**src/rtl/asdt_pkg.sv**
```systemverilog
`timescale 1ns / 1ps
// ----------------------------------------------------------------------------
// asdt_pkg
// Types and constants shared by the single data transfer unit: request and
// result payloads, the decoded operation queued between front and back, and
// the peripheral address map.
// ----------------------------------------------------------------------------
package asdt_pkg;

    // Command codes
    typedef enum logic {
        CMD_EXECUTE = 1'b0,
        CMD_PRELOAD = 1'b1
    } asdt_cmd_t;

    // Shift kinds for a register offset
    typedef enum logic [1:0] {
        SH_LSL = 2'd0,
        SH_LSR = 2'd1,
        SH_ASR = 2'd2,
        SH_ROR = 2'd3
    } asdt_shift_t;

    // Result status codes
    typedef enum logic [2:0] {
        ST_MEMORY        = 3'd0,
        ST_GPIO0         = 3'd1,
        ST_GPIO1         = 3'd2,
        ST_GPIO2         = 3'd3,
        ST_LED_OFF       = 3'd4,
        ST_LED_ON        = 3'd5,
        ST_OUT_OF_BOUNDS = 3'd6
    } asdt_status_t;

    // Peripheral address map
    localparam logic [31:0] GPIO_BANK0_ADDR = 32'h2020_0000;
    localparam logic [31:0] GPIO_BANK1_ADDR = 32'h2020_0004;
    localparam logic [31:0] GPIO_BANK2_ADDR = 32'h2020_0008;
    localparam logic [31:0] LED_OFF_ADDR    = 32'h2020_0028;
    localparam logic [31:0] LED_ON_ADDR     = 32'h2020_001c;

    // Instruction bit positions
    localparam int BIT_I = 25;
    localparam int BIT_P = 24;
    localparam int BIT_U = 23;
    localparam int BIT_L = 20;

    // Decoupling queue
    localparam int QUEUE_DEPTH = 2;
    localparam int QPTR_W      = $clog2(QUEUE_DEPTH);

    // Byte lanes of the data memory
    localparam int LANES = 4;

    // Input request
    typedef struct packed {
        logic        cmd;
        logic [31:0] instruction;
        logic [31:0] base_value;
        logic [31:0] rm_value;
        logic [31:0] rd_value;
        logic [15:0] preload_address;
        logic [31:0] preload_word;
    } asdt_req_t;

    // Output result
    typedef struct packed {
        logic        dest_write;
        logic [3:0]  dest_index;
        logic [31:0] dest_value;
        logic        base_write;
        logic [3:0]  base_index;
        logic [31:0] base_new;
        logic [31:0] effective_address;
        logic [2:0]  status;
    } asdt_res_t;

    // Front stage: request with offset already formed
    typedef struct packed {
        logic        is_preload;
        logic        is_load;
        logic        pre_index;
        logic        add_offset;
        logic [3:0]  rn;
        logic [3:0]  rd;
        logic [31:0] base;
        logic [31:0] offset;
        logic [31:0] wdata;
    } asdt_fe_t;

    // Classified operation handed to the back end
    typedef struct packed {
        logic         is_preload;
        logic         is_load;
        logic         access;
        logic         gpio_load;
        logic         base_write;
        logic [3:0]   dest_index;
        logic [3:0]   base_index;
        logic [31:0]  base_new;
        logic [31:0]  addr;
        asdt_status_t status;
        logic [31:0]  wdata;
    } asdt_op_t;

endpackage

```
**src/rtl/asdt_queue.sv**
```systemverilog
`timescale 1ns / 1ps
// ----------------------------------------------------------------------------
// asdt_queue
// Short FIFO of classified operations between the front and back ends.
// ----------------------------------------------------------------------------
module asdt_queue
    import asdt_pkg::*;
(
    input  logic     clk,
    input  logic     rst_n,
    input  logic     push,
    input  asdt_op_t push_data,
    input  logic     pop,
    output asdt_op_t pop_data,
    output logic     full,
    output logic     empty
);

    asdt_op_t          entry_reg [QUEUE_DEPTH];
    logic [QPTR_W-1:0] wr_ptr_reg, wr_ptr_next;
    logic [QPTR_W-1:0] rd_ptr_reg, rd_ptr_next;
    logic [QPTR_W:0]   count_reg, count_next;
    logic              do_push, do_pop;

    assign full     = count_reg == (QPTR_W+1)'(QUEUE_DEPTH);
    assign empty    = count_reg == '0;
    assign do_push  = push & ~full;
    assign do_pop   = pop & ~empty;
    assign pop_data = entry_reg[rd_ptr_reg];

    // Pointer and occupancy update
    always_comb
    begin
        wr_ptr_next = do_push ? wr_ptr_reg + 1'b1 : wr_ptr_reg;
        rd_ptr_next = do_pop ? rd_ptr_reg + 1'b1 : rd_ptr_reg;
        count_next  = count_reg + (QPTR_W+1)'(do_push) - (QPTR_W+1)'(do_pop);
    end

    always_ff @(posedge clk or negedge rst_n)
    begin
        if (!rst_n)
        begin
            wr_ptr_reg <= '0;
            rd_ptr_reg <= '0;
            count_reg  <= '0;
        end
        else
        begin
            wr_ptr_reg <= wr_ptr_next;
            rd_ptr_reg <= rd_ptr_next;
            count_reg  <= count_next;
        end
    end

    always_ff @(posedge clk)
    begin
        if (do_push)
        begin
            entry_reg[wr_ptr_reg] <= push_data;
        end
    end

endmodule

```
**config.mk**
```make
export PLATFORM = sky130hd
export DESIGN_NAME = asdt_queue
export DESIGN_NICKNAME = d
export VERILOG_FILES = /design/src/rtl/asdt_pkg.sv /design/src/rtl/asdt_queue.sv
export SDC_FILE = /design/constraint.sdc
export NUM_CORES = 1
export LEC_CHECK = 0
export BUFFER_PORTS_ARGS = -buffer_cell sky130_fd_sc_hd__buf_2
export CAP_MARGIN = 10
export CORE_ASPECT_RATIO = 1.1
export CORE_MARGIN = 2
export CORE_UTILIZATION = 35
export CTS_CLUSTER_SIZE = 8
export DETAILED_ROUTE_END_ITERATION = 8
export SLEW_MARGIN = 10
export SYNTH_ARGS = -nofsm -noshare
export SYNTH_HDL_FRONTEND = slang
export SYNTH_SLANG_ARGS = --single-unit
```
**constraint.sdc**
```tcl
create_clock -name clk -period 5.45 [get_ports clk]
set_input_delay 1.09 -clock clk [delete_from_list [all_inputs] [get_ports clk]]
set_output_delay 1.09 -clock clk [all_outputs]
set_load 0.03 [all_outputs]
```
After elaboration in Yosys (flattened, before gate mapping)
Memories as Yosys holds them, arrays and structs flattened.
Cells that the tools add are included.
{ "totals": {"ff_bits": 4, "ram_bits": 224, "inputBits": 116, "out_inout_bits": 114, "memories": 1} }
{ "memory_table": {"columns": ["memory", "depth", "width", "read_ports", "rd_clocked_by_memory_dff", "write_ports", "line_no", "rtl"], "rows": [
  ["entry_reg", 2, 112, 1, 0, 1, "asdt_queue.sv:19", "asdt_op_t entry_reg [QUEUE_DEPTH];"]
]} }
{ "classes": {"add_sub_neg": 4, "eq_ne": 1, "n_mux": 2, "bitwise": 4, "n_reduce_logical": 1} }
{ "ops": {"columns": ["op", "count"], "rows": [
  ["1-bit adder (second input constant)", 2],
  ["2-bit by 1-bit adder with 2-bit output", 1],
  ["1-bit bitwise AND", 2],
  ["2-bit == test (second input constant)", 1],
  ["2-bit zero test", 1],
  ["1-bit two-way mux", 2],
  ["1-bit inverter", 2],
  ["2-bit by 1-bit subtractor with 2-bit output", 1]
]} }

Depth between registers and ports, before layout
Gate-level depths: netlist (run 1).
{ "logic_depth": {"ltp_word": 5, "depth_mapped": 7, "mapped_depth_nobuf": 7} }

Worst setup path before layout (run 1)
No wires, ideal clock.
{ "synth_path": {"kind": "input -> register", "from": "input port push", "to": "memory entry_reg[0][0] (netlist name) (enable)", "t_arrival_ps": 5842, "required_ps": 4866, "slack_ps": -976, "stages": 2, "cell_sequence": "nand2_1 > nor2_1"} }
{ "synth_between": {"elab_chain_cells": 3} }
{ "synth_rtl": {"columns": ["item", "line_no", "rtl"], "rows": [
  ["start: declaration", "asdt_queue.sv:11", "input logic push,"],
  ["1-bit bitwise AND", "asdt_queue.sv:27", "assign do_push = push & ~full;"],
  ["1-bit two-way mux", "asdt_queue.sv:57", "if (do_push)"],
  ["1-bit two-way mux (implied by the code)", "asdt_queue.sv:59", "entry_reg[wr_ptr_reg] <= push_data;"],
  ["end: declaration", "asdt_queue.sv:19", null]
]} }
No other way between the ends.

==> results of run 1 <==
==> final cells by class <==
| class | count | area (sq um) | area share, % |
|---|---|---|---|
| well taps | 310 | 388 | 3.53 |
| inverters | 2 | 7.51 | 0.0684 |
| clock inverters | 2 | 38.8 | 0.353 |
| repair buffers | 233 | 1190 | 10.8 |
| multi-input cells | 124 | 1630 | 14.8 |
| clock buffers | 40 | 895 | 8.15 |
| flip-flops and latches | 228 | 6830 | 62.2 |
==> power by group through the flow <==
stage               Combinational (mW)  Clock [mW]  Sequential [mW]
finish                            2.35        1.84             2.54
global route                      2.49        1.98             2.57
CTS                               2.40        1.90             2.54
detailed placement                2.39           0             2.57
global placement                  2.36           0             2.55
floorplan                         1.87           0             2.54
==> routing by layer <==
metal	vias up	track usage, %
met5	-	0
met4	0	4.15
met3	31	4.53
met2	178	20.8
met1	2089	13.3
li1	1960	-
==> worst paths after layout <==
kind                                              end  cells past startpoint
hold reg to reg                count_reg[1]$_DFF_PN0_                      1
max in group asynchronous      rd_ptr_reg$_DFFE_PN0P_                      1
setup / recovery                        pop_data[110]                      3
setup reg to reg           entry_reg[1][76]$_DFFE_PP_                      3
hold / removal                 wr_ptr_reg$_DFFE_PN0P_                      1
min in group clk               count_reg[1]$_DFF_PN0_                      1
==> per-stage QoR <==
| step | setup slack [ns] | instances | hold slack [ns] | power (mW) | util [%] |
|---|---|---|---|---|---|
| after global routing | 1.94 | 939 | 0.393 | 7.04 | 45.3 |
| after floorplan | 0.911 | 367 | 0.468 | 4.41 | - |
| final | 2.04 | 939 | 0.408 | 6.73 | 45.3 |
| after global placement | 2.40 | 897 | 0.490 | 4.91 | 41.4 |
| after CTS | 1.98 | 939 | 0.385 | 6.84 | 45.3 |
| after detailed placement | 2.32 | 897 | 0.519 | 4.96 | 41.4 |
==> placed cells by master (no fill, tap or decap) <==
cell	instances
nor2_1	1
xor2_1	1
buf_2	229
xnor2_1	3
clkbuf_16	35
bufinv_16	1
ha_1	2
dfrtp_4	1
nor2b_1	1
mux2_4	70
nand2_1	1
nand2b_1	1
edfxtp_1	224
dfrtp_1	3
clkbuf_1	5
mux2_2	42
inv_6	1
nor2_4	1
and3_4	1
buf_12	1
buf_4	3
inv_1	2
==> synthesized netlist by cell type (all sizes together) <==
cell / n
ha: 2
nor2b: 1
nand2: 1
edfxtp: 224
buf: 13
nor2: 2
mux2: 112
nand2b: 1
dfrtp: 4
and3: 1
inv: 2
xor2: 1
xnor2: 3
==> logic make-up after synthesis <==
logic type,count (synthesis),synth area share (%)
and+or+nand+nor,6,0.350
buffers and inverters,15,1.55
muxes,112,17.8
DFF,228,79.6
xor gates and xnor gates,4,0.409
adders and majority gates,2,0.292
==> critical path, cell delays in order (launching register included) <==
cell     delay, ns
dfrtp_4       0.63
buf_12        0.56
mux2_2        0.41
buf_2         0.18
==> flow_metrics.env, run 1 <==
export IMPL_outcome="complete, no violations"
export IMPL_clock_latency_ns=0.49
export IMPL_clockBufferDepth=3
export IMPL_diodes=0
export IMPL_htree_levels=2
export IMPL_largest_reg_flops=224
export IMPL_p_int_mw=4.46
export IMPL_yosys_area_top_type_share_pct=78.5
export IMPL_fmax_mhz=293
export IMPL_worstPathMaxFanout=94
export IMPL_max_vdd_ir_drop_v=0.000479
export IMPL_rows=60
export IMPL_seqPwrFrac_pct=37.7
export IMPL_num_vias=4258
export IMPL_tritoncts="yes"
export IMPL_drtIter0Drc=191
export IMPL_clkTransAtPathRegs_ns=0.05
export IMPL_synth_nets=485
export IMPL_core_area_sq_um=24200
export IMPL_wl_met1_mm=6.04
export IMPL_synthTopCellsByArea="edfxtp_1, mux2_4, mux2_2"
export IMPL_grt_first_pass_wirelength_mm=24.2
export IMPL_synthCells=367
export IMPL_cts_root_buf="clkbuf_16"
export IMPL_critPathKind="flip-flop to output pin"
export IMPL_slew_headroom_pct=21.5
export IMPL_r2r_start="count_reg[1]$_DFF_PN0_"
export IMPL_postCtsSetupBuffers=0
export IMPL_cts_made_buffers=34
export IMPL_power_leakage_nw=4.30
export IMPL_period_share_pct=62.6
export IMPL_ant_nets=0
export IMPL_syn_mean_instance_area_sq_um=23.4
export IMPL_required_ns=4.36
export IMPL_switching_share_pct=33.7
export IMPL_postCtsHoldBufs=0
export IMPL_rsz0062_at_grt="no"
export IMPL_critPathCaptureType="output pin"
export IMPL_avgRoutedWirePerCell_microns=17.0
export IMPL_switchingPower_mw=2.27
export IMPL_drive_above_1_share_pct=61.2
export IMPL_grt_antenna_before_repair=0
export IMPL_gp_congestion=0.690
export IMPL_nNetsFinal=741
export IMPL_worst_pin_slew_ns=1.18
export IMPL_post_cts_resized_instances=0
export IMPL_wl_met2_mm=8.15
export IMPL_comb_power_share_pct=34.9
export IMPL_fin_crit_ns=3.41
export IMPL_first_global_vias=4554
export IMPL_hold_path_class="input pin to async pin"
export IMPL_dpl_hpwl_mm=10.3
export IMPL_portBuffers=229
export IMPL_area_delta_synth_final_pct=28.0
export IMPL_die_w_microns=153
export IMPL_drt_first_pass_iters=4
export IMPL_grt_overflow_total=0
export IMPL_fin_area_sq_um=11000
export IMPL_drc_errors=0
export IMPL_seq_area_frac_synth_pct=79.6
export IMPL_start_kind="flip-flop"
export IMPL_max_cap_violations=0
export IMPL_fin_skew_ns=0.0154
export IMPL_powerDensity_nw_per_um2=613
export IMPL_synth_cell_types=16
export IMPL_report_final_slew_viol_count=0
export IMPL_fillers=2107
export IMPL_reg2reg_slack_ns=3.02
export IMPL_die_h_microns=168
export IMPL_placed_cell_area_sq_um=10000
export IMPL_maxUsedRoutingLayer="met4"
export IMPL_grtUsageTotal_pct=11.9
export IMPL_cts_sinks=228
export IMPL_p_clk_share_pct=27.4
export IMPL_cp_arrival_ns=2.32
export IMPL_netlist_area_sq_um=8570
export IMPL_grt_start_max_net_pins=95
export IMPL_hold_viol=0
export IMPL_crit_path_start="rd_ptr_reg$_DFFE_PN0P_"
export IMPL_setup_viol=0
export IMPL_yosysWarnings=0
export IMPL_io_pins=230
export IMPL_die_area_sq_um=25800
export IMPL_synth_largest_area_cell="edfxtp_1"
export IMPL_via_per_inst=4.53
export IMPL_tns_ns=0
export IMPL_synth_seq_cells=228
export IMPL_drt_wl_total_mm=15.9
export IMPL_wl_met3_mm=1.40
export IMPL_start_util_pct=35.4
No activity file was read; power rests on OpenSTA's default activity.
==> run 2: changes to the inputs <==
--- a/config.mk
+++ b/config.mk
@@ -5,6 +5,7 @@
 export SDC_FILE = /design/constraint.sdc
 export NUM_CORES = 1
 export LEC_CHECK = 0
+export ABC_AREA = 1
 export BUFFER_PORTS_ARGS = -buffer_cell sky130_fd_sc_hd__buf_2
 export CAP_MARGIN = 10
 export CORE_ASPECT_RATIO = 1.1
==> constraint.sdc (replaced) <==
create_clock -name clk -period 3.2 [get_ports clk]
set_input_delay 0.64 -clock clk [delete_from_list [all_inputs] [get_ports clk]]
set_output_delay 0.64 -clock clk [all_outputs]
set_load 0.03 [all_outputs]
==> run 2 against run 1 <==
Via count is 23% higher. Combinational power is 80% higher. Setup slack worse by 1.5 ns. Sequential share of layout area is 0.62 points higher. Largest cell class unchanged. Final cell count is 26% higher.
==> flow_metrics.env, run 2 <==
export IMPL_synthTopCellsByArea="edfxtp_1, nand2_1, buf_6"
export IMPL_netlist_area_sq_um=8410
export IMPL_slew_headroom_pct=44.9
export IMPL_grt_overflow_total=0
export IMPL_power_leakage_nw=4.69
export IMPL_synth_cell_types=11
export IMPL_grt_antenna_before_repair=4
export IMPL_yosys_area_top_type_share_pct=80.0
export IMPL_critPathCaptureType="output pin"
export IMPL_report_final_slew_viol_count=0
export IMPL_hold_viol=0
export IMPL_fmax_mhz=373
export IMPL_grt_first_pass_wirelength_mm=27.2
export IMPL_first_global_vias=5140
export IMPL_dp_worst_setup_slack_ns=0.973
export IMPL_syn_mean_instance_area_sq_um=13.6
export IMPL_period_share_pct=83.8
export IMPL_die_area_sq_um=25300
export IMPL_cts_sinks=228
export IMPL_synth_main_ff_cell="edfxtp_1"
export IMPL_postCtsSetupBuffers=0
export IMPL_die_w_microns=152
export IMPL_yosysWarnings=0
export IMPL_fin_skew_ns=0.0119
export IMPL_grtUsageTotal_pct=13.7
export IMPL_seq_area_frac_synth_pct=81.2
export IMPL_tritoncts="yes"
export IMPL_cts_made_buffers=34
export IMPL_rsz0062_at_grt="no"
export IMPL_clkTransAtPathRegs_ns=0.05
export IMPL_start_kind="flip-flop"
export IMPL_gp_congestion=0.777
export IMPL_io_pins=230
export IMPL_num_vias=5218
export IMPL_largest_reg_flops=224
export IMPL_worst_pin_slew_ns=0.827
export IMPL_max_vdd_ir_drop_v=0.000554
export IMPL_cp_arrival_ns=2.04
export IMPL_synth_edf_count=224
export IMPL_htree_levels=2
export IMPL_fin_crit_ns=2.68
export IMPL_synth_nets=737
export IMPL_die_h_microns=167
export IMPL_area_delta_synth_final_pct=29.2
export IMPL_drive_above_1_share_pct=31.8
export IMPL_worstPathMaxFanout=41
export IMPL_layout_common_cells="nand2_1, buf_2, edfxtp_1"
export IMPL_grt_start_max_net_pins=114
export IMPL_power_total_mw=11.7
export IMPL_required_ns=2.56
export IMPL_hold_path_class="input pin to flip-flop"
export IMPL_nNetsFinal=985
export IMPL_synth_most_common_cell="nand2_1"
export IMPL_drt_first_pass_iters=4
export IMPL_critPathKind="flip-flop to output pin"
export IMPL_synth_largest_area_cell="edfxtp_1"
export IMPL_drc_errors=0
export IMPL_via_per_inst=4.41
export IMPL_drtIter0Drc=225
export IMPL_synth_seq_cells=228
export IMPL_start_util_pct=35.6
export IMPL_async_reset_ff_share_pct=1.75
export IMPL_rows=59
export IMPL_ant_nets=0
export IMPL_tns_ns=0
export IMPL_outcome="complete, no violations"
export IMPL_powerDensity_nw_per_um2=1080
export IMPL_dpl_hpwl_mm=10.7
export IMPL_clockBufferDepth=3
export IMPL_max_cap_violations=0
export IMPL_drt_wl_total_mm=17.8
export IMPL_avgRoutedWirePerCell_microns=15.0
export IMPL_setup_viol=0
export IMPL_clock_latency_ns=0.48
export IMPL_cts_root_buf="clkbuf_16"
export IMPL_core_area_sq_um=23600
export IMPL_portBuffers=229
export IMPL_netlist_top_cells_count="nand2_1, edfxtp_1, buf_2"
export IMPL_synthCells=619
export IMPL_layout_setup_ws_ns=0.519
export IMPL_final_common_cell="nand2_1"
export IMPL_utilization_pct=46.0
## run 2: cell types whose count changed in the layout (fill, tap and decap cells not counted), moves of 7 or more
| cell | previous run | this run |
|---|---|---|
| mux2_2 | 42 | 0 |
| mux2_4 | 70 | 0 |
| inv_1 | 2 | 9 |
| nand2_1 | 1 | 349 |
## run 2: where the power goes
| part | internal [mW] | switching (mW) | leakage, nW |
|---|---|---|---|
| combinational | 1.01 | 3.23 | 2.08 |
| sequential | 4.09 | 0.145 | 2.13 |
| clock | 2.12 | 1.13 | 0.477 |
| total | 7.21 | 4.51 | 4.69 |
## run 2: through the flow
| stage | hold WS, ns | cells | instance area (sq um) |
|---|---|---|---|
| floorplan | 0.344 | 619 | 8420 |
| global placement | 0.455 | 1135 | 9870 |
| detailed placement | 0.465 | 1135 | 9870 |
| CTS | 0.318 | 1180 | 10900 |
| global route | 0.321 | 1182 | 10900 |
| finish | 0.344 | 1183 | 10900 |
## run 2: worst max-delay path: stages (launching register included)
cell and delay, ns:
dfrtp_4 0.50, inv_4 0.35, buf_4 0.33, nand2_1 0.08
nand2_1 0.06, buf_2 0.21
## run 2: final timing paths
kind                                   startpoint                         end  slack [ns]  cells after the start
setup / recovery           rd_ptr_reg$_DFFE_PN0P_                pop_data[74]        0.52                      5
hold / removal                      push_data[57]  entry_reg[0][57]$_DFFE_PP_        0.34                      1
setup reg to reg           count_reg[1]$_DFF_PN0_   entry_reg[1][8]$_DFFE_PP_        1.39                      4
hold reg to reg            wr_ptr_reg$_DFFE_PN0P_      wr_ptr_reg$_DFFE_PN0P_        0.48                      2
max in group asynchronous                   rst_n      rd_ptr_reg$_DFFE_PN0P_        2.54                      2
min in group asynchronous                   rst_n      count_reg[1]$_DFF_PN0_        0.51                      2
## run 2: repair_timing
action                    4_1_cts  5_1_grt
hold endpoints to repair        4        0
resized for setup               0        0
hold buffers                    1        0
## run 2: cell type report
type / instances / area [sq um]
timing repair buffer: 237 / 1260
clock buffer: 43 / 948
inverter: 11 / 47.5
clock inverter: 1 / 30.0
sequential: 228 / 6830
fill: 2161 / 12800
tap: 305 / 382
antenna: 3 / 7.51
multi-input combinational: 355 / 1360
## run 2: cell families (layout without fill, tap and decap cells)
group / Yosys count / count (layout) / synth area share (%)
adders and majority gates: 2 / 2 / 0.297
buffers and inverters: 36 / 292 / 2.74
DFF: 228 / 228 / 81.2
other: 0 / 3 / 0
and+or+nand+nor: 353 / 353 / 15.8
## run 2: metal layers
metal | up-vias | wire (microns) | track usage, %
met3 | 36 | 1140 | 4.19
met5 | - | 13 | 0
met1 | 2439 | 6920 | 15.6
met4 | 2 | 510 | 5.73
li1 | 2574 | - | -
met2 | 167 | 9180 | 23.8
