==> src/rtl/asdt_pkg.sv <==
`timescale 1ns / 1ps
// ----------------------------------------------------------------------------
// asdt_pkg
// Types and constants shared by the single data transfer unit: request and
// result payloads, the decoded operation queued between front and back, and
// the peripheral address map.
// ----------------------------------------------------------------------------
package asdt_pkg;

    // Command codes
    typedef enum logic {
        CMD_EXECUTE = 1'b0,
        CMD_PRELOAD = 1'b1
    } asdt_cmd_t;

    // Shift kinds for a register offset
    typedef enum logic [1:0] {
        SH_LSL = 2'd0,
        SH_LSR = 2'd1,
        SH_ASR = 2'd2,
        SH_ROR = 2'd3
    } asdt_shift_t;

    // Result status codes
    typedef enum logic [2:0] {
        ST_MEMORY        = 3'd0,
        ST_GPIO0         = 3'd1,
        ST_GPIO1         = 3'd2,
        ST_GPIO2         = 3'd3,
        ST_LED_OFF       = 3'd4,
        ST_LED_ON        = 3'd5,
        ST_OUT_OF_BOUNDS = 3'd6
    } asdt_status_t;

    // Peripheral address map
    localparam logic [31:0] GPIO_BANK0_ADDR = 32'h2020_0000;
    localparam logic [31:0] GPIO_BANK1_ADDR = 32'h2020_0004;
    localparam logic [31:0] GPIO_BANK2_ADDR = 32'h2020_0008;
    localparam logic [31:0] LED_OFF_ADDR    = 32'h2020_0028;
    localparam logic [31:0] LED_ON_ADDR     = 32'h2020_001c;

    // Instruction bit positions
    localparam int BIT_I = 25;
    localparam int BIT_P = 24;
    localparam int BIT_U = 23;
    localparam int BIT_L = 20;

    // Decoupling queue
    localparam int QUEUE_DEPTH = 2;
    localparam int QPTR_W      = $clog2(QUEUE_DEPTH);

    // Byte lanes of the data memory
    localparam int LANES = 4;

    // Input request
    typedef struct packed {
        logic        cmd;
        logic [31:0] instruction;
        logic [31:0] base_value;
        logic [31:0] rm_value;
        logic [31:0] rd_value;
        logic [15:0] preload_address;
        logic [31:0] preload_word;
    } asdt_req_t;

    // Output result
    typedef struct packed {
        logic        dest_write;
        logic [3:0]  dest_index;
        logic [31:0] dest_value;
        logic        base_write;
        logic [3:0]  base_index;
        logic [31:0] base_new;
        logic [31:0] effective_address;
        logic [2:0]  status;
    } asdt_res_t;

    // Front stage: request with offset already formed
    typedef struct packed {
        logic        is_preload;
        logic        is_load;
        logic        pre_index;
        logic        add_offset;
        logic [3:0]  rn;
        logic [3:0]  rd;
        logic [31:0] base;
        logic [31:0] offset;
        logic [31:0] wdata;
    } asdt_fe_t;

    // Classified operation handed to the back end
    typedef struct packed {
        logic         is_preload;
        logic         is_load;
        logic         access;
        logic         gpio_load;
        logic         base_write;
        logic [3:0]   dest_index;
        logic [3:0]   base_index;
        logic [31:0]  base_new;
        logic [31:0]  addr;
        asdt_status_t status;
        logic [31:0]  wdata;
    } asdt_op_t;

endpackage

==> src/rtl/asdt_front.sv <==
`timescale 1ns / 1ps
// ----------------------------------------------------------------------------
// asdt_front
// Accepts requests, forms the offset, then computes the address and
// classifies the access (memory, GPIO, LED, out of bounds) into the queue.
// ----------------------------------------------------------------------------
module asdt_front
    import asdt_pkg::*;
#(
    parameter int MEMORY_BYTES = 65536
)
(
    input  logic      clk,
    input  logic      rst_n,
    input  logic      start,
    input  asdt_req_t request,
    input  logic      full,
    input  logic      clearing,
    output logic      busy,
    output logic      push,
    output asdt_op_t  push_data
);

    // Highest byte address at which a whole word still fits
    localparam logic [31:0] LAST_WORD_ADDR = 32'(MEMORY_BYTES - 4);

    logic        valid_reg, valid_next;
    asdt_fe_t    fe_reg, fe_next;
    logic        accept;
    logic [31:0] shifted;
    logic [4:0]  amount;
    logic [63:0] doubled;

    assign busy   = clearing | (valid_reg & full);
    assign accept = start & ~busy;
    assign push   = valid_reg & ~full;

    // Register offset: Rm shifted by a constant amount
    always_comb
    begin
        amount  = request.instruction[11:7];
        doubled = {request.rm_value, request.rm_value} >> amount;
        case (asdt_shift_t'(request.instruction[6:5]))
            SH_LSL:  shifted = request.rm_value << amount;
            SH_LSR:  shifted = request.rm_value >> amount;
            SH_ASR:  shifted = 32'($signed(request.rm_value) >>> amount);
            SH_ROR:  shifted = doubled[31:0];
            default: shifted = request.rm_value;
        endcase
    end

    // Stage contents; a preload rides as a pre-indexed access at its address
    always_comb
    begin
        fe_next.rn = request.instruction[19:16];
        fe_next.rd = request.instruction[15:12];
        if (request.cmd == CMD_PRELOAD)
        begin
            fe_next.is_preload = 1'b1;
            fe_next.is_load    = 1'b0;
            fe_next.pre_index  = 1'b1;
            fe_next.add_offset = 1'b1;
            fe_next.base       = {16'd0, request.preload_address};
            fe_next.offset     = 32'd0;
            fe_next.wdata      = request.preload_word;
        end
        else
        begin
            fe_next.is_preload = 1'b0;
            fe_next.is_load    = request.instruction[BIT_L];
            fe_next.pre_index  = request.instruction[BIT_P];
            fe_next.add_offset = request.instruction[BIT_U];
            fe_next.base       = request.base_value;
            fe_next.offset     = request.instruction[BIT_I] ? shifted
                                                            : {20'd0, request.instruction[11:0]};
            fe_next.wdata      = request.rd_value;
        end
        valid_next = accept ? 1'b1 : (push ? 1'b0 : valid_reg);
    end

    always_ff @(posedge clk or negedge rst_n)
    begin
        if (!rst_n)
        begin
            valid_reg <= 1'b0;
        end
        else
        begin
            valid_reg <= valid_next;
        end
    end

    always_ff @(posedge clk)
    begin
        if (accept)
        begin
            fe_reg <= fe_next;
        end
    end

    // Address and classification
    always_comb
    begin
        logic [31:0] moved;
        logic [31:0] addr;
        logic        fits;
        logic        gpio;

        moved = fe_reg.add_offset ? fe_reg.base + fe_reg.offset
                                  : fe_reg.base - fe_reg.offset;
        addr  = fe_reg.pre_index ? moved : fe_reg.base;
        fits  = addr <= LAST_WORD_ADDR;
        gpio  = (addr == GPIO_BANK0_ADDR) || (addr == GPIO_BANK1_ADDR)
             || (addr == GPIO_BANK2_ADDR);

        push_data.is_preload = fe_reg.is_preload;
        push_data.is_load    = fe_reg.is_load;
        push_data.access     = fits;
        push_data.gpio_load  = ~fits & gpio & fe_reg.is_load;
        push_data.base_write = ~fe_reg.pre_index;
        push_data.dest_index = fe_reg.rd;
        push_data.base_index = fe_reg.rn;
        push_data.base_new   = moved;
        push_data.addr       = addr;
        push_data.wdata      = fe_reg.wdata;

        if (fits)
            push_data.status = ST_MEMORY;
        else if (addr == GPIO_BANK0_ADDR)
            push_data.status = ST_GPIO0;
        else if (addr == GPIO_BANK1_ADDR)
            push_data.status = ST_GPIO1;
        else if (addr == GPIO_BANK2_ADDR)
            push_data.status = ST_GPIO2;
        else if (!fe_reg.is_load && addr == LED_OFF_ADDR)
            push_data.status = ST_LED_OFF;
        else if (!fe_reg.is_load && addr == LED_ON_ADDR)
            push_data.status = ST_LED_ON;
        else
            push_data.status = ST_OUT_OF_BOUNDS;
    end

endmodule

==> config.mk <==
export PLATFORM = sky130hd
export DESIGN_NAME = asdt_front
export DESIGN_NICKNAME = d
export VERILOG_FILES = /design/src/rtl/asdt_pkg.sv /design/src/rtl/asdt_front.sv
export SDC_FILE = /design/constraint.sdc
export NUM_CORES = 1
export LEC_CHECK = 0
export BUFFER_PORTS_ARGS = -buffer_cell sky130_fd_sc_hd__clkbuf_2
export CORE_ASPECT_RATIO = 0.9
export CORE_MARGIN = 1
export CORE_UTILIZATION = 51
export CTS_CLUSTER_SIZE = 28
export DETAILED_ROUTE_END_ITERATION = 12
export PLACE_DENSITY = 0.77
export SETUP_SLACK_MARGIN = 0.02
export SYNTH_ARGS = -nofsm -noshare
export SYNTH_HDL_FRONTEND = slang
export SYNTH_SLANG_ARGS = --single-unit
==> constraint.sdc <==
create_clock -name clk -period 8.6 [get_ports clk]
set_input_delay 0.43 -clock clk [delete_from_list [all_inputs] [get_ports clk]]
set_output_delay 0.43 -clock clk [all_outputs]
set_load 0.01 [all_outputs]
* Word level (Yosys, flattened, before mapping)
Index checks and enable logic that the tools add are counted.
Storage, ports and cells: bits in registers 109, input port bits 182, output and inout bits 114, word-level logic and storage cells 60
Cells by class: add/subtract/negate cells 2, order comparisons 1, equal/unequal tests 8, shift operators 4, mux-type cells 14, bitwise operators 11, reductions and logical operators 8
Operators with widths (count):
- 32-bit by 30-bit equality test with 1-bit output (second input constant) | 5
- 32-bit case mux with 4 select lines | 1
- 32-bit 2-to-1 mux | 3
- 80-bit 2-to-1 mux | 1
- 64-bit by 5-bit right shift with 32-bit output | 1
- 32-bit adder | 1
- 32-bit by 16-bit less-or-equal comparator with 1-bit output (second input constant) | 1
- 32-bit by 5-bit << shifter with 32-bit output | 1
- 32-bit by 5-bit right shift with 32-bit output | 1
- 32-bit by 5-bit >>> shifter with 32-bit output | 1
- 32-bit subtractor | 1
- 3-bit 2-to-1 mux | 4
- 1-bit bitwise AND | 5
- 1-bit inverter | 5
- 2-bit equality test (second input constant) | 2
- 2-bit 2-to-1 mux | 2
- 4-bit 2-to-1 mux | 1
- 2-bit by 1-bit equality test with 1-bit output (second input constant) | 1
- 1-bit logical AND | 2
- 2-bit zero test | 1
- 1-bit logical OR | 2
- 1-bit 2-to-1 mux | 2
- 2-bit nonzero test | 1
- 2-bit OR reduction | 1
- other kinds (2) | 2

* Longest topological paths before layout
Gate-level depths: netlist of the first run.
depth after elaboration 11, gate-level depth with buffers 19, gate-level depth less buffers 18

* Least setup slack after synthesis of the first run
OpenSTA, ideal clock, no wires.
path type register to output, from register fe_reg[35] in the netlist's numbering, to output port push_data[108] in the netlist's numbering, data arrival time 4689 ps, required time 8170 ps, slack 3481 ps, stages on the path, launching flop included 18, path buffers 1, path through edfxtp_1 or4_4 or3_1 nor3_1 nand2_1 nor4b_1 nor2b_1 a21oi_1 xor2_1 ha_1 clkbuf_1 nand2_1 or4_1 or4_1 nand3_1 a211oi_1 o2111a_1 and4_1
RTL lines:
- start, declared | line asdt_front.sv:28 | asdt_fe_t fe_reg, fe_next;
- start signal, assigned | line asdt_front.sv:97 | fe_reg <= fe_next;
- end, declared | line asdt_front.sv:21 | output asdt_op_t push_data

==> flow_summary.yaml, run 1 <==
floorplan:
  core_area_um2: 22640
  die_h_um: 146.5
  die_area_um2: 23810
  start_util_pct: 52.24
  rows: 52
  num_io_pins: 296
  fp.dieW_um: 162.5
synthesis:
  synth_compound_area_share_pct: 20.48
  yosysSeqAreaShare_pct: 27.63
  yosys.area.top_type_share_pct: 27.42
  synth-simple-area-share_pct: 16.79
  netlist_area_um2: 11830
  synth_commonest_cells: "nor2_1 (168), a21oi_1 (126), edfxtp_1 (108), nand2_1 (91), mux2_2 (73)"
  synth-adder-area-share_pct: 4.189
  synth-seq-cells: 109
  syn-num-nets: 1557
  synthXorXnorAreaFrac_pct: 4.072
  syn_avg_cell_area_um2: 8.854
  synth.most_common_cell: "nor2_1"
  muxShareOfSynthArea_pct: 20.21
  synth_area_leader_cell: "edfxtp_1"
  synth_edf_count: 108
  synth_ff_type: "edfxtp_1"
  syn_inst: 1336
  ys_types: 87
  synth_top_family_by_area: "compound AO/OA/AOI/OAI gates"
  ys_top_cells_by_area: "edfxtp_1 (27%), mux4_2 (8.2%), mux2_2 (6.9%)"
  synthArstFlopShare_pct: 0.9174
  ys_warn_count: 0
global_routing:
  track_usage_pct: 30.65
  overflow: 0
  grt_pass1_wl_mm: 57.32
  grt_max_degree: 80
  antenna_found_initial: 1
  grt_pass1_vias: 10420
sta:
  fin_crit_ps: 6464
  final-hold-violation-count: 0
  final_max_slew_viol_count: 0
  hold_ws_ps: 237.6
  grt_setup_unrepaired: "false"
  fin_crit_sh_pct: 75.16
  slew_headroom_pct: 30.37
  tightestPinTransition_ps: 1043
  setup_violations: 0
  clock_skew_ps: 9.821
  fin_setup_tns_ps: 0
  fmax_mhz: 154.7
critical_path:
  path_class: "reg -> out"
  cp-start-kind: "flip-flop"
  crit_fanout: 9
  crit_required_ps: 8170
  worstPathArrival_ps: 6030
  end_kind: "output port"
clocking:
  cts_tree: "built"
  clock_sinks: 109
  clock_latency_ps: 350
  clock-root-buffer: "clkbuf_16"
  clk_path_buf_depth: 2
  htree_levels: 3
  cts_setup_buffers: 0
  path_clk_slew_ps: 90
  cts_buffers: 9
placement:
  io_buffers: 287
  place_congestion: 1.000
  dp_hpwl_mm: 28.45
  place_inst: 1799
pwr:
  p_leak_uw: 0.005619
  p_comb_share_pct: 43.4
  ir_drop_mv: 0.08650
  internal-power_uw: 1153
  swShare_pct: 38.61
  pwr-share-clk_pct: 22.7
  p_per_area_nw_per_um2: 140.2
  netSwitchingPower_uw: 725.0
  p_seq_share_pct: 33.9
finish:
  final-seq-area_um2: 3268
  nFillCells: 2008
  final_cells: 1816
  largest_register_ffs: 66
  nets: 1735
  drive_gt1_share_pct: 29.89
  area_growth_pct: 13.19
  multi_input_area_um2: 7781
  diodes: 0
detailed_routing:
  wirelength_mm: 37.02
  ant_nets: 0
  wire_per_inst_um: 20.39
  dr.pass1.iters: 6
  initialDrtViolationCount: 1249
  via_per_inst: 6.271
  route.detailed.drc: 0
  num_vias: 11390
flow_run:
  drv_cap: 0
outcome:
  status: "finished clean"
min_path:
  hp-class: "in -> reg"
critical path: stages (launching register included):
cell and delay, ps:
edfxtp_1 440, or4_4 570, or3_1 350, nor3_1 220, nand2_1 120, nor4b_1 640
nor2b_1 360, a21oi_1 130, xor2_1 170, ha_1 430, a21oi_1 280, o21ai_0 220
a2111oi_0 470, nor3_1 220, nor4_1 380, o2111a_1 340, and4_1 220, clkbuf_2 130
timing repair:
action / 4_1_cts / 5_1_grt
gates resized for setup: 0 / 0
hold endpoints to repair: 1 / 0
hold buffers: 1 / 0
final timing paths:
| kind | from | end | slack [ps] | cells past startpoint |
|---|---|---|---|---|
| setup / recovery | fe_reg[35] | push_data[108] | 2140 | 17 |
| hold / removal | request[161] | push_data[100] | 240 | 1 |
| setup reg to reg | valid_reg | fe_reg[32] | 6260 | 3 |
| hold reg to reg | valid_reg | valid_reg | 530 | 1 |
| max in group asynchronous | rst_n | valid_reg | 8120 | 2 |
| min in group asynchronous | rst_n | valid_reg | 380 | 2 |
logic make-up (layout without fill, tap and decap cells):
logic type | Yosys count | count (layout)
AO/OA/AOI/OAI | 373 | 373
XOR/XNOR | 55 | 55
adder cells (fa/ha/maj) | 39 | 39
buffers and inverters | 164 | 347
flip-flops | 109 | 109
multiplexers | 175 | 175
AND/OR/NAND/NOR | 421 | 421
per-layer routing:
layer  GRT usage (%)  share of wire (%)  up-vias
met1           43.02                 42     5315
li1                -                  -     5332
met4           7.757                2.3        0
met2           49.06                 46      677
met3           4.972                9.7       64
met5               0                  0        -
placed cells by master (no fill, tap or decap), drive strengths merged, types with 10 or more instances in the layout:
cell type / instances
clkbuf: 294
buf: 14
mux2: 75
nor3: 33
xor2: 33
and3: 12
ha: 38
nor2b: 24
nand2: 91
o22ai: 11
nand3: 18
o211ai: 13
o21ai: 74
nand2b: 14
nor2: 168
a211oi: 13
a21oi: 127
mux2i: 57
inv: 31
mux4: 43
edfxtp: 108
a31oi: 10
a21o: 22
xnor2: 22
nand4: 11
power by group through the flow:
stage / logic, uW / clock network, uW / registers [uW]
floorplan: 541 / 0 / 644
global placement: 782 / 0 / 647
detailed placement: 792 / 0 / 648
CTS: 797 / 437 / 636
global route: 876 / 454 / 639
finish: 814 / 427 / 636
stage by stage:
| stage | worst slack (ps) | power, uW | area (um^2) | utilization, % |
|---|---|---|---|---|
| 2_1_floorplan | 3481 | 1185 | 11830 | - |
| 3_3_place_gp | 2802 | 1429 | 13070 | 57.72 |
| 3_5_place_dp | 2694 | 1440 | 13070 | 57.72 |
| 4_1_cts | 2248 | 1870 | 13390 | 59.13 |
| 5_1_grt | 1886 | 1969 | 13390 | 59.13 |
| 6_report | 2136 | 1878 | 13390 | 59.13 |
final cells by class:
cell class | count | area share, %
Timing Repair Buffer | 300 | 11.51
Sequential cell | 109 | 24.41
Clock inverter | 7 | 0.6355
Inverter | 31 | 0.8691
Tap cell | 297 | 2.775
Multi-Input combinational cell | 1063 | 58.12
Clock buffer | 9 | 1.682
(Power assumes the default switching activity.)
==> run 2, diff against run 1 <==
Clock period 8.6 ns to 6.4 ns, I/O delays scaled along.
==> run 2 against run 1 <==
Effect of this change:
- global-route usage grew 0.69 points
- register-to-register slack worse by 2200 ps
- highest routed layer unchanged
- sequential share of layout area barely moved
- worst hold slack worse by 110 ps
- cell area is essentially flat
- final cell count unchanged
- combinational power up 35%
==> flow_summary.yaml, run 2 (synthesis results as in run 1) <==
sta:
  final-hold-violation-count: 0
  clock_skew_ps: 8.247
  fmax_mhz: 169.1
  final_max_slew_viol_count: 0
  tightestPinTransition_ps: 1136
  setup_violations: 0
  slew_headroom_pct: 24.18
  grt_setup_unrepaired: "false"
  fin_crit_ps: 5915
  fin_crit_sh_pct: 92.42
  fin_setup_tns_ps: 0
  hold_ws_ps: 131.5
pwr:
  p_leak_uw: 0.005620
  ir_drop_mv: 0.1263
  power_uw: 2510
  netSwitchingPower_uw: 966.5
  pwr-share-clk_pct: 22.2
  p_comb_share_pct: 43.6
  p_seq_share_pct: 34.1
  swShare_pct: 38.50
  internal-power_uw: 1544
  p_per_area_nw_per_um2: 187.5
global_routing:
  overflow: 0
  grt_pass1_wl_mm: 58.60
  grt_pass1_vias: 10670
  grt_max_degree: 80
  antenna_found_initial: 0
  track_usage_pct: 31.34
floorplan:
  rows: 52
  num_io_pins: 296
  start_util_pct: 52.24
  die_h_um: 146.5
  core_area_um2: 22640
  die_area_um2: 23810
  fp.dieW_um: 162.5
min_path:
  hp-class: "in -> reg"
detailed_routing:
  num_vias: 11450
  ant_nets: 0
  initialDrtViolationCount: 1213
  dr_wl_met2_mm: 17.41
  via_per_inst: 6.304
  wire_per_inst_um: 20.72
  route.detailed.drc: 0
  routed.top_layer: "met4"
  wl_met3_mm: 3.232
  dr.pass1.iters: 7
  routedLengthMet1_mm: 15.99
  wirelength_mm: 37.63
placement:
  place_congestion: 0.9817
  place_inst: 1799
  io_buffers: 287
  placed_cell_area_um2: 13070
  dp_hpwl_mm: 28.87
finish:
  layout_commonest_cell: "clkbuf_2"
  layout_common_cells: "clkbuf_2 (285), nor2_1 (167), a21oi_1 (126)"
  largest_register_ffs: 66
  nets: 1735
  area_growth_pct: 13.16
  final_cells: 1816
  stdcell_area_um2: 13390
  diodes: 0
  drive_gt1_share_pct: 29.95
clocking:
  htree_levels: 3
  cts_setup_buffers: 0
  cts_tree: "built"
  clock_latency_ps: 350
  path_clk_slew_ps: 80
  clock_sinks: 109
  clk_path_buf_depth: 2
  clock-root-buffer: "clkbuf_16"
  cts_buffers: 9
critical_path:
  crit_required_ps: 6080
  path_class: "reg -> out"
  end_kind: "output port"
  crit_fanout: 9
  cp-start-kind: "flip-flop"
  worstPathArrival_ps: 5590
outcome:
  status: "finished clean"
flow_run:
  drv_cap: 0
## run 2: changes by cell type in the layout (fill, tap and decap cells not counted)
cell        previous run  this run
o21ai_0               67        64
o21ai_1                6         9
a2111oi_0              2         1
a2111oi_2              0         1
clkbuf_1               0         1
clkinv_2               0         1
clkinvlp_4             1         0
inv_12                 1         0
nor3_1                33        32
nor3_2                 0         1
## run 2: final timing paths
kind / slack (ps) / endpoint / depth (start not counted) / startpoint
worst max-delay path: 490 / push_data[108] / 18 / fe_reg[35]
max in group asynchronous: 6030 / valid_reg / 2 / rst_n
min in group asynchronous: 270 / valid_reg / 2 / rst_n
worst max register to register: 4090 / fe_reg[77] / 3 / valid_reg
worst min register to register: 520 / valid_reg / 1 / valid_reg
worst min-delay path: 130 / push_data[106] / 1 / request[159]
## run 2: layout make-up
class,instances,area (um^2)
clock inverter,6,66.31
multi-input combinational,1063,7792
clock buffer,10,229.0
tap,297,371.6
sequential,109,3268
inverter,31,116.4
fill,2014,9256
timing repair buffer,300,1541
## run 2: per-layer routing
metal / GRT usage [%] / up-vias
li1: - / 5347
met1: 43.17 / 5392
met2: 50.68 / 624
met3: 5.000 / 85
met4: 9.065 / 0
met5: 0 / -
## run 2: power groups by stage
| stage | logic [uW] | clock network (uW) | registers [uW] |
|---|---|---|---|
| 6_report | 1100 | 558 | 857 |
| 5_1_grt | 1180 | 594 | 861 |
| 4_1_cts | 1070 | 573 | 857 |
| 3_5_place_dp | 1070 | 0 | 872 |
| 3_3_place_gp | 1050 | 0 | 871 |
| 2_1_floorplan | 727 | 0 | 865 |
## run 2: metrics by stage
stage / setup WS (ps) / utilization, %
floorplan: 1391 / -
global placement: 932.4 / 57.72
detailed placement: 818.8 / 57.72
CTS: 412.5 / 59.07
global route: 108.6 / 59.12
finish: 485.1 / 59.12
## run 2: repair_timing
| action | CTS | global route |
|---|---|---|
| hold buffers | 1 | 0 |
| hold endpoints to repair | 1 | 0 |
| setup endpoints to repair | 0 | 5 |
| resized for setup | 0 | 5 |
## run 2: critical path, stage by stage (launching register included)
cell      delay [ps]
edfxtp_1         450
or4_4            570
or3_1            340
nor3_1           220
nand2_1          110
nor4b_1          290
buf_4            190
nor2b_1          270
a21oi_1          130
xor2_1           170
ha_1             480
nand2_1          180
or4_1            580
o211ai_1         190
nand3_1          130
a211oi_1         220
o2111a_1         350
and4_1           240
clkbuf_2         130
==> run 3, diff against run 2 <==
Settings changed: GPL_TIMING_DRIVEN set to 0.
==> run 3 against run 2 <==
Effect of this change:
- critical path depth unchanged
- largest cell class unchanged
- global-route usage rose by 6.8 points
- critical endpoint unchanged
- sequential cell count did not move
- non-clock buffer count grew 118
- maximum frequency fell by 4.1%
- total power increased by 4.9%
==> flow_summary.yaml, run 3 (synthesis results as in run 1) <==
sta:
  fmax_mhz: 162.2
  fin_setup_tns_ps: 0
  slew_headroom_pct: 41.48
  hold_ws_ps: 118.7
  grt_setup_unrepaired: "false"
  fin_crit_sh_pct: 96.36
  setup_violations: 0
  fin_crit_ps: 6167
  tightestPinTransition_ps: 877.8
  finalWorstSetupSlack_ps: 232.9
  final_max_slew_viol_count: 0
  final-hold-violation-count: 0
  clock_skew_ps: 11.18
global_routing:
  antenna_found_initial: 0
  grt_max_degree: 70
  grt_pass1_vias: 11780
  overflow: 0
  track_usage_pct: 38.15
  grt_pass1_wl_mm: 69.03
floorplan:
  core_area_um2: 22640
  fp.dieW_um: 162.5
  rows: 52
  die_area_um2: 23810
  die_h_um: 146.5
  num_io_pins: 296
  start_util_pct: 52.24
critical_path:
  path_class: "reg -> out"
  r2r_cells: 3
  crit_fanout: 9
  crit_required_ps: 6080
  rr_startpoint: "valid_reg"
  end_kind: "output port"
  worstPathArrival_ps: 5850
  cp-start-kind: "flip-flop"
  worst_r2r_endpoint: "fe_reg[92]"
  rrSetupSlack_ps: 4470
placement:
  placed_cell_area_um2: 13650
  dp_hpwl_mm: 37.02
  place_congestion: 1.044
  io_buffers: 284
  post-place-ws_ps: 225.8
pwr:
  power_uw: 2634
  swShare_pct: 40.52
  p_comb_share_pct: 44.7
  pwr-share-clk_pct: 22.8
  netSwitchingPower_uw: 1067
  p_seq_share_pct: 32.5
  ir_drop_mv: 0.1769
  p_leak_uw: 0.005895
  p_per_area_nw_per_um2: 188.4
  internal-power_uw: 1567
clocking:
  cts_setup_buffers: 0
  clock_latency_ps: 370
  clock_sinks: 109
  htree_levels: 3
  path_clk_slew_ps: 90
  cts_buffers: 9
  clk_path_buf_depth: 2
  clock-root-buffer: "clkbuf_16"
  cts_tree: "built"
finish:
  stdcell_area_um2: 13980
  layout_commonest_cell: "clkbuf_2"
  nets: 1853
  layout_common_cells: "clkbuf_2 (284), nor2_1 (167), a21oi_1 (126)"
  diodes: 0
  largest_register_ffs: 66
  area_growth_pct: 18.18
  drive_gt1_share_pct: 30.12
detailed_routing:
  num_vias: 12610
  ant_nets: 0
  route.detailed.drc: 0
  dr.pass1.iters: 6
  wirelength_mm: 46.46
  initialDrtViolationCount: 1702
  via_per_inst: 6.521
  wire_per_inst_um: 24.02
flow_run:
  drv_cap: 0
min_path:
  min_from: "request[160]"
  hold_end: "push_data[99]"
  worstHoldPathCells: 1
  hp-class: "in -> reg"
outcome:
  status: "finished clean"
==> run 3: changes by cell type in the layout (fill, tap and decap cells not counted), sizes merged <==
cell / before / now
clkbuf: 295 / 355
buf: 14 / 71
clkinv: 7 / 6
clkinvlp: 0 / 1
inv: 30 / 31
==> run 3: worst max path at each step <==
stage / start / endpoint
global placement: fe_reg[35] / push_data[108]
finish: fe_reg[35] / push_data[108]
CTS: fe_reg[35] / push_data[108]
global route: fe_reg[35] / push_data[108]
floorplan: fe_reg[35] / push_data[108]
detailed placement: fe_reg[35] / push_data[108]
==> run 3: area by class of cell <==
type                    count  area [um^2]
flip-flops and latches    109         3268
plain buffers             132        664.4
multi-input cells        1063         7799
clock buffers               9        225.2
repair buffers            286         1459
clock inverters             7        76.32
fillers                  2012         8662
inverters                  31        116.4
well taps                 297        371.6
==> run 3: metal layers <==
| layer | global-route usage (%) | vias up | share of wire, % |
|---|---|---|---|
| met5 | 0 | - | 0 |
| met4 | 16.12 | 0 | 4.4 |
| met3 | 6.960 | 133 | 10 |
| met2 | 61.47 | 914 | 46 |
| met1 | 50.20 | 5986 | 40 |
| li1 | - | 5579 | - |
==> run 3: power groups by stage <==
stage	combinational [uW]	sequential [uW]	clock, uW
floorplan	727	865	0
global placement	1130	874	0
detailed placement	1130	871	0
CTS	1140	855	602
global route	1250	859	626
finish	1180	856	600
==> run 3: critical path, stage by stage, from the launching register on <==
cell      delay, ps
edfxtp_1        460
or4_4           570
or3_1           350
nor3_1          210
nand2_1         150
nor4b_4         380
nor2b_2         310
a21oi_1         120
xor2_1          200
ha_1            530
nand2_1         210
o21ai_0         420
or3_1           170
nand3_1          80
nor3_1          470
nor4_1          140
o2111a_1        360
and4_1          230
clkbuf_2        120
==> run 3: metrics by stage <==
step	util (%)	cells
6_report	61.74	1934
5_1_grt	61.74	1934
4_1_cts	61.70	1935
3_5_place_dp	60.30	1918
3_3_place_gp	60.16	1917
2_1_floorplan	-	1336
==> run 3: what timing repair did <==
item / 4_1_cts / 5_1_grt
resized for setup: 1 / 3
hold endpoints to repair: 1 / 0
endpoints found under the setup margin: 5 / 5
hold buffers: 1 / 0
